## src/sv/lbp_pkg.sv

```systemverilog
// Shared constants, types and the pattern function of the 3x3 local binary pattern block.
package lbp_pkg;

	localparam int MAX_WIDTH    = 1024;
	localparam int MAX_CHANNELS = 3;
	localparam int HEIGHT_LIMIT = 4096;

	localparam int COL_W      = $clog2(MAX_WIDTH);
	localparam int WREG_W     = 11;
	localparam int HREG_W     = 13;
	localparam int CREG_W     = 2;
	localparam int CFG_IDX_W  = 2;
	localparam int CFG_DATA_W = 13;
	localparam int IN_ROW_W   = 13;
	localparam int OUT_ROW_W  = 12;
	localparam int SAMPLE_W   = 8;
	localparam int NUM_CH     = 3;
	localparam int PIX_W      = NUM_CH * SAMPLE_W;

	localparam logic [WREG_W-1:0] WIDTH_RESET  = WREG_W'(640);
	localparam logic [HREG_W-1:0] HEIGHT_RESET = HREG_W'(480);
	localparam logic [CREG_W-1:0] CHAN_RESET   = CREG_W'(1);

	localparam logic [CFG_IDX_W-1:0] REG_FRAME_WIDTH   = 2'd0;
	localparam logic [CFG_IDX_W-1:0] REG_FRAME_HEIGHT  = 2'd1;
	localparam logic [CFG_IDX_W-1:0] REG_CHANNEL_COUNT = 2'd2;

	localparam logic REQ_PIXEL = 1'b0;
	localparam logic REQ_FLUSH = 1'b1;

	typedef logic [PIX_W-1:0]    pixel_t;
	typedef logic [SAMPLE_W-1:0] sample_t;

	// Everything the position logic decides about one word entering the window stage.
	typedef struct packed {
		logic             drain;
		logic             emit;
		logic             last;
		logic             top_ok;
		logic             bot_ok;
		logic             left_ok;
		logic             right_ok;
		logic [COL_W-1:0] col;
	} pos_info_t;

	// Window index is column * 3 + row; index 4 is the centre.
	function automatic sample_t lbp_code(input logic [8:0][SAMPLE_W-1:0] s,
		input logic top_ok, input logic bot_ok, input logic left_ok, input logic right_ok);
		logic [8:0]               okv;
		logic [8:0]               gt;
		logic [SAMPLE_W-1:0]      nb;
		okv = {bot_ok & right_ok, right_ok, top_ok & right_ok,
			bot_ok, 1'b1, top_ok,
			bot_ok & left_ok, left_ok, top_ok & left_ok};
		for (int k = 0; k < 9; k++) begin
			nb = okv[k] ? s[k] : '0;
			gt[k] = s[4] > nb;
		end
		return {gt[8], gt[7], gt[6], gt[5], gt[3], gt[2], gt[1], gt[0]};
	endfunction

endpackage

```

## src/sv/lbp_pos.sv

```systemverilog
// Configuration registers and the input and output position counters.
module lbp_pos (
	input  logic                         clk,
	input  logic                         arst_n,
	input  logic                         cfg_wr_en,
	input  logic [lbp_pkg::CFG_IDX_W-1:0]  cfg_index,
	input  logic [lbp_pkg::CFG_DATA_W-1:0] cfg_wr_data,
	input  logic                         take,
	input  logic                         req_type,
	output logic                         kept,
	output lbp_pkg::pos_info_t           info,
	output logic [lbp_pkg::CREG_W-1:0]   chan_count
);
	import lbp_pkg::*;

	logic [WREG_W-1:0]    width_q;
	logic [HREG_W-1:0]    height_q;
	logic [CREG_W-1:0]    chan_q;
	logic [COL_W-1:0]     in_col_q;
	logic [IN_ROW_W-1:0]  in_row_q;
	logic [COL_W-1:0]     out_col_q;
	logic [OUT_ROW_W-1:0] out_row_q;

	logic [WREG_W-1:0] width_new;
	logic [HREG_W-1:0] height_new;
	logic [CREG_W-1:0] chan_new;
	logic [WREG_W-1:0] col_inc;
	logic [WREG_W-1:0] ocol_inc;
	logic [HREG_W-1:0] orow_inc;
	logic              col_wrap;
	logic              ocol_wrap;
	logic              drain;
	logic              emit;
	logic              last;

	always_comb begin
		width_new = cfg_wr_data[WREG_W-1:0];
		if (width_new == '0) begin
			width_new = WREG_W'(1);
		end else if (width_new > WREG_W'(MAX_WIDTH)) begin
			width_new = WREG_W'(MAX_WIDTH);
		end
		height_new = cfg_wr_data[HREG_W-1:0];
		if (height_new == '0) begin
			height_new = HREG_W'(1);
		end else if (height_new > HREG_W'(HEIGHT_LIMIT)) begin
			height_new = HREG_W'(HEIGHT_LIMIT);
		end
		chan_new = cfg_wr_data[CREG_W-1:0];
		if (chan_new == '0) begin
			chan_new = CREG_W'(1);
		end else if (chan_new > CREG_W'(MAX_CHANNELS)) begin
			chan_new = CREG_W'(MAX_CHANNELS);
		end
	end

	always_comb begin
		// Once every pixel row is in, any word (pixel or flush) pushes zeros to drain the window.
		drain     = in_row_q >= IN_ROW_W'(height_q);
		kept      = take && (drain || req_type == REQ_PIXEL);
		emit      = (in_row_q >= IN_ROW_W'(2)) || (in_row_q == IN_ROW_W'(1) && in_col_q != '0);
		col_inc   = {1'b0, in_col_q} + WREG_W'(1);
		col_wrap  = col_inc >= width_q;
		ocol_inc  = {1'b0, out_col_q} + WREG_W'(1);
		ocol_wrap = ocol_inc >= width_q;
		orow_inc  = {1'b0, out_row_q} + HREG_W'(1);
		last      = emit && orow_inc >= height_q && ocol_wrap;

		info.drain    = drain;
		info.emit     = emit;
		info.last     = last;
		info.top_ok   = out_row_q != '0;
		info.bot_ok   = orow_inc < height_q;
		info.left_ok  = out_col_q != '0;
		info.right_ok = !ocol_wrap;
		info.col      = in_col_q;
	end

	assign chan_count = chan_q;

	always_ff @(posedge clk or negedge arst_n) begin
		if (!arst_n) begin
			width_q   <= WIDTH_RESET;
			height_q  <= HEIGHT_RESET;
			chan_q    <= CHAN_RESET;
			in_col_q  <= '0;
			in_row_q  <= '0;
			out_col_q <= '0;
			out_row_q <= '0;
		end else if (cfg_wr_en) begin
			case (cfg_index)
				REG_FRAME_WIDTH: begin
					width_q   <= width_new;
					in_col_q  <= '0;
					in_row_q  <= '0;
					out_col_q <= '0;
					out_row_q <= '0;
				end
				REG_FRAME_HEIGHT: begin
					height_q  <= height_new;
					in_col_q  <= '0;
					in_row_q  <= '0;
					out_col_q <= '0;
					out_row_q <= '0;
				end
				REG_CHANNEL_COUNT: begin
					chan_q <= chan_new;
				end
				default: begin
				end
			endcase
		end else if (kept) begin
			if (last) begin
				in_col_q  <= '0;
				in_row_q  <= '0;
				out_col_q <= '0;
				out_row_q <= '0;
			end else begin
				in_col_q <= col_wrap ? '0 : col_inc[COL_W-1:0];
				if (col_wrap) begin
					in_row_q <= in_row_q + IN_ROW_W'(1);
				end
				if (emit) begin
					out_col_q <= ocol_wrap ? '0 : ocol_inc[COL_W-1:0];
					if (ocol_wrap) begin
						out_row_q <= out_row_q + OUT_ROW_W'(1);
					end
				end
			end
		end
	end

endmodule

```

## config.mk

```make
export PLATFORM = sky130hd
export DESIGN_NAME = lbp_pos
export DESIGN_NICKNAME = d
export VERILOG_FILES = /design/src/sv/lbp_pkg.sv /design/src/sv/lbp_pos.sv
export SDC_FILE = /design/constraint.sdc
export NUM_CORES = 1
export LEC_CHECK = 0
export BUFFER_PORTS_ARGS = -buffer_cell sky130_fd_sc_hd__buf_2
export CORE_MARGIN = 5
export CORE_UTILIZATION = 55
export CTS_CLUSTER_SIZE = 28
export DETAILED_ROUTE_END_ITERATION = 7
export PLACE_DENSITY = 0.76
export SYNTH_ARGS = -nofsm -noshare
export SYNTH_HDL_FRONTEND = slang
export SYNTH_SLANG_ARGS = --single-unit
```

## constraint.sdc

```tcl
create_clock -name clk -period 3.5 [get_ports clk]
set_clock_uncertainty 0.05 [all_clocks]
set_input_delay 0.35 -clock clk [delete_from_list [all_inputs] [get_ports clk]]
set_output_delay 0.35 -clock clk [all_outputs]
set_load 0.005 [all_outputs]
```

Word level (Yosys, flattened, before mapping)
Cells that the tools add are included.
Widths: inputs -> output; s select.
- word-level logic and storage cells: 79
- flip-flop bits (word level): 71
- output and inout bits: 20
- input port bits: 20
- $add $sub $neg: 5
- multiplexer cells: 27
- reductions and logical operators: 26
- order comparisons: 9
- bitwise operators: 1
- eq/ne operators: 4
- operators by type and width (operator ; count):
    $mux 10 ; 10
    $mux 13 ; 7
    $mux 12 ; 6
    $ge 13x13->1 ; 2
    $add 10x1->11 const B ; 2
    $ge 11x11->1 ; 2
    $mux 11 ; 2
    $reduce_bool 10->1 ; 2
    $add 12x1->13 const B ; 1
    $add 13x1->13 const B ; 1
    $eq 13x1->1 const B ; 1
    $ge 13x2->1 const B ; 1
    $gt 13x13->1 const B ; 1
    $logic_not 13->1 ; 1
    $lt 13x13->1 ; 1
    $add 12x1->12 const B ; 1
    $reduce_bool 12->1 ; 1
    $gt 11x11->1 const B ; 1
    $logic_not 11->1 ; 1
    $reduce_bool 3->1 ; 3
    $reduce_and 2->1 ; 4
    $reduce_and 3->1 ; 2
    $logic_and 1x1->1 ; 4
    $logic_not 2->1 ; 2
    11 further kinds ; 13

Logic depth before layout (Yosys ltp)
- depth after elaboration: 8
- gate-level depth with buffers: 16
- gate-level depth less buffers: 15

Worst setup path before layout
OpenSTA, ideal clock, no wires.
- kind: register to register
- start point: register out_row_q[0]
- end point: register out_row_q[6]
- data arrival time: 3.337 ns
- buffers on the path: 0
- clock period less this slack: 3.456 ns
- slack: 0.044 ns
- cell stages (with the launch flop): 14
- library setup time: 0.069 ns
- data required time: 3.381 ns
- cells stage by stage: dfrtp_1 > ha_1 > and3_1 > and3_1 > and3_1 > nand3_1 > xnor2_1 > ha_1 > and4_1 > a221oi_1 > nand3_1 > and3_4 > or4_1 > nand3_1
- longest elaborated chain between the ends: 7
- elaborated cells between the ends (all ways): 13
- those cells by class: add/sub: 2; order compare: 1; mux: 5; reduce/logical: 5
- RTL lines (item ; line ; RTL):
    start: declaration ; lbp_pos.sv:22 ; logic [OUT_ROW_W-1:0] out_row_q;
    start signal: assignment ; lbp_pos.sv:126 ; out_row_q <= out_row_q + OUT_ROW_W'(1);
    $add 12x1->13 ; lbp_pos.sv:66 ; orow_inc = {1'b0, out_row_q} + HREG_W'(1);
    $ge 13x13->1 ; lbp_pos.sv:67 ; last = emit && orow_inc >= height_q && ocol_wrap;
    $logic_and 1x1->1 (2 in a row) ; lbp_pos.sv:67 ;
    $mux 12 ; lbp_pos.sv:113 ; if (last) begin
    $mux 12 ; lbp_pos.sv:112 ; end else if (kept) begin
    $mux 12 ; lbp_pos.sv:90 ; end else if (cfg_wr_en) begin
Parallel ways exist; a longest one is shown, timed or not. The select of a mux whose other input is x is not followed.
A chain may end at the register's enable or synchronous reset.

==> flow_summary.ini <==
[clock_tree]
cts_buffer_depth = 2
root_buffer = clkbuf_8
h-tree-depth = 3
path_clk_slew_ns = 0.09
cts.sinks = 71
cts_tree = yes
clk_latency_ns = 0.36
numCtsBuffers = 9

[synth]
synth_seq_cells = 71
yosys_warnings = 0
avgSynthCellArea_um2 = 8.64
ys.flop_type = dfrtp_1
syn_nets = 674
synthCells = 597
synth_area_um2 = 5160
async_reset_ff_share_pct = 100
synth.distinct_cells = 60
synth-edff-count = 0
synth-seq-area-share_pct = 34.6

[floorplanning]
die_x_um = 107
start_util_pct = 56.1
die-area_um2 = 11400
num_rows = 35
core_um2 = 9200
ioPinCount = 40
die_y_um = 107

[critical_path]
crit_type = reg -> out
rr_worst_depth = 13
regToRegStartpoint = out_row_q[0]$_DFFE_PN0P_
crit_path_start_kind = register
crit_fanout = 3
setup.worst_path.end = info[12]
endpoint_kind = output port
r2r_setup_slack_ns = 0.11
crit_start = out_row_q[0]$_DFFE_PN0P_
required_ns = 3.10
cp_data_arrival_time_ns = 3.04
r2r-end = out_row_q[6]$_DFFE_PN0P_

[global_routing]
track_usage_pct = 23.8
grt_pass1_wl_mm = 21.8
overflow = 0
grt_pass1_vias = 4384
top_usage_layer = met2
grt.met1_usage_pct = 35.2
met2_usage_pct = 36.3
antenna_found_initial = 0
grtUsageMet3_pct = 3.07
grt_max_degree = 41

[routing]
route.detailed.drc = 0
vias_per_cell = 6.02
ant_nets = 0
vias = 4582
routedWlPerCell_um = 17.1
wl_mm = 13.0
drt-initial-drc-count = 302
first_pass_iters = 5

[sta]
holdWs_ns = 0.0653
fmax_mhz = 290
finalMaxSlewViolations = 0
final.setup.tns_ns = 0
setup_viol = 0
slew_headroom_pct = 38.5
finalCritPeriodShare_pct = 98.4
period_needed_ns = 3.44
rsz0062_at_grt = yes
finalHoldViolCount = 0
tightest_slew_ns = 0.923

[pwr]
p_per_area_nw_per_um2 = 519
total_power_w = 0.00304
peakVddDrop_v = 0.000272
leakage_nw = 2.68

[min_path]
hold_path_class = in -> async

[final_layout]
diodes = 0
drive_above_1_share_pct = 18.9
postLayoutCoreUtil_pct = 63.8
syn_to_final_growth_pct = 13.7
nets = 722
fillers = 789

[placed_design]
hpwl_mm = 9.95
routabilityCongestion = 0.901
portBuffers = 39

[run_status]
status = finished, final reports clean

[flow_run]
drv_cap = 0
cells in the mapped netlist, drive strengths merged (5+ instances only):
cell	n	area share, %
nand3	43	4.3
nor3	8	0.78
a211oi	5	0.73
clkbuf	13	0.95
nand2b	18	2.3
a22oi	5	0.73
inv	45	3.3
nand2	65	4.7
o31ai	10	1.5
xnor2	14	2.4
a31oi	5	0.73
or3	7	0.85
buf	13	1.4
nor4	7	0.85
nor2	27	2.0
o21ai	59	5.7
and3	9	1.2
dfstp	7	3.6
a21o	7	1.0
a21oi	20	1.9
ha	57	14
dfrtp	64	31
a22o	13	2.2
xor2	8	1.4
nand4	12	1.5
cells in the final DEF (no fill, tap or decap), types with 4 or more instances in the layout:
| master | count |
|---|---|
| a211oi_1 | 5 |
| a21o_1 | 7 |
| a21oi_1 | 19 |
| a22o_1 | 13 |
| a22oi_1 | 5 |
| a31oi_1 | 4 |
| and3_1 | 4 |
| and3_4 | 5 |
| buf_2 | 39 |
| buf_4 | 23 |
| clkbuf_8 | 9 |
| dfrtp_1 | 60 |
| dfrtp_2 | 4 |
| dfstp_2 | 7 |
| ha_1 | 54 |
| inv_1 | 45 |
| nand2_1 | 64 |
| nand2b_1 | 17 |
| nand3_1 | 39 |
| nand3b_1 | 4 |
| nand4_1 | 12 |
| nor2_1 | 25 |
| nor2b_1 | 4 |
| nor3_1 | 8 |
| nor4_1 | 7 |
| o21ai_0 | 50 |
| o21ai_1 | 8 |
| o21bai_1 | 4 |
| o31ai_1 | 10 |
| or3_1 | 7 |
| or4_1 | 4 |
| xnor2_1 | 12 |
| xor2_1 | 8 |
sequential cells by signal (all words and copies together) (netlist names):
name and flops:
height_q 13, in_row_q 13, out_row_q 12, width_q 11
in_col_q 10, out_col_q 10, chan_count 2
worst min path at each step:
| stage | start | to | slack (ns) | cells past startpoint |
|---|---|---|---|---|
| finish | arst_n | in_col_q[6]$_DFFE_PN0P_ | 0.07 | 1 |
| floorplan | arst_n | chan_count[1]$_DFFE_PN0P_ | 0.004 | 0 |
| CTS | arst_n | in_col_q[6]$_DFFE_PN0P_ | 0.11 | 1 |
| global route | arst_n | out_col_q[4]$_DFFE_PN0P_ | 0.13 | 1 |
| global placement | width_q[1]$_DFFE_PN0P_ | width_q[1]$_DFFE_PN0P_ | 0.42 | 2 |
| detailed placement | width_q[7]$_DFFE_PN1P_ | width_q[7]$_DFFE_PN1P_ | 0.42 | 2 |
metal layers:
metal  up-vias  part of all wire, %
met5         -                    0
met2       138                   45
met1      2162                   48
met3        23                  5.3
li1       2259                    -
met4         0                  1.9
area by class of cell:
class                           instances  area (um2)  area share, %
Tap cell                              111         139           2.37
Clock buffer                            9         124           2.11
Sequential cell                        71        1790           30.5
Inverter                               45         169           2.88
Timing Repair Buffer                   63         379           6.46
Clock inverter                          7        80.1           1.36
Multi-Input combinational cell        455        3190           54.3
worst max-delay path, stage by stage (launching register included):
cell      delay, ns
dfrtp_1        0.37
ha_2           0.19
and3_4         0.20
and3_4         0.19
nand3_1        0.17
xnor2_1        0.26
ha_1           0.30
a21oi_1        0.17
o21ai_1        0.10
a221oi_2       0.32
buf_4          0.17
o31a_1         0.14
buf_2          0.12
cells by family (layout without fill, tap and decap cells):
| family | Yosys count | in the layout | synth area share [%] |
|---|---|---|---|
| AND/OR/NAND/NOR | 217 | 217 | 21.3 |
| flip-flops | 71 | 71 | 34.6 |
| AO/OA/AOI/OAI | 155 | 155 | 20.0 |
| adder cells (fa/ha/maj) | 58 | 58 | 14.0 |
| multiplexers | 3 | 3 | 0.655 |
| XOR/XNOR | 22 | 22 | 3.74 |
| buffers and inverters | 71 | 124 | 5.65 |
metrics by stage:
step	instances	area, um2	setup WS [ns]
floorplan	597	5160	0.0443
global placement	740	5510	0.0918
detailed placement	740	5510	-0.0288
CTS	756	5730	0.0693
global route	761	5870	-0.109
finish	761	5870	0.0565
power by group:
| group | switching (W) | internal [W] |
|---|---|---|
| registers | 0.000184 | 0.000955 |
| logic | 0.000669 | 0.000549 |
| clock network | 0.000350 | 0.000336 |
timing repair:
action | CTS | global route
hold buffers | 0 | 0
setup buffers | 0 | 5
gates resized for setup | 3 | 25
endpoints found under the setup margin | 3 | 40
pin swaps | 0 | 11
No activity file was read; power rests on OpenSTA's default activity.
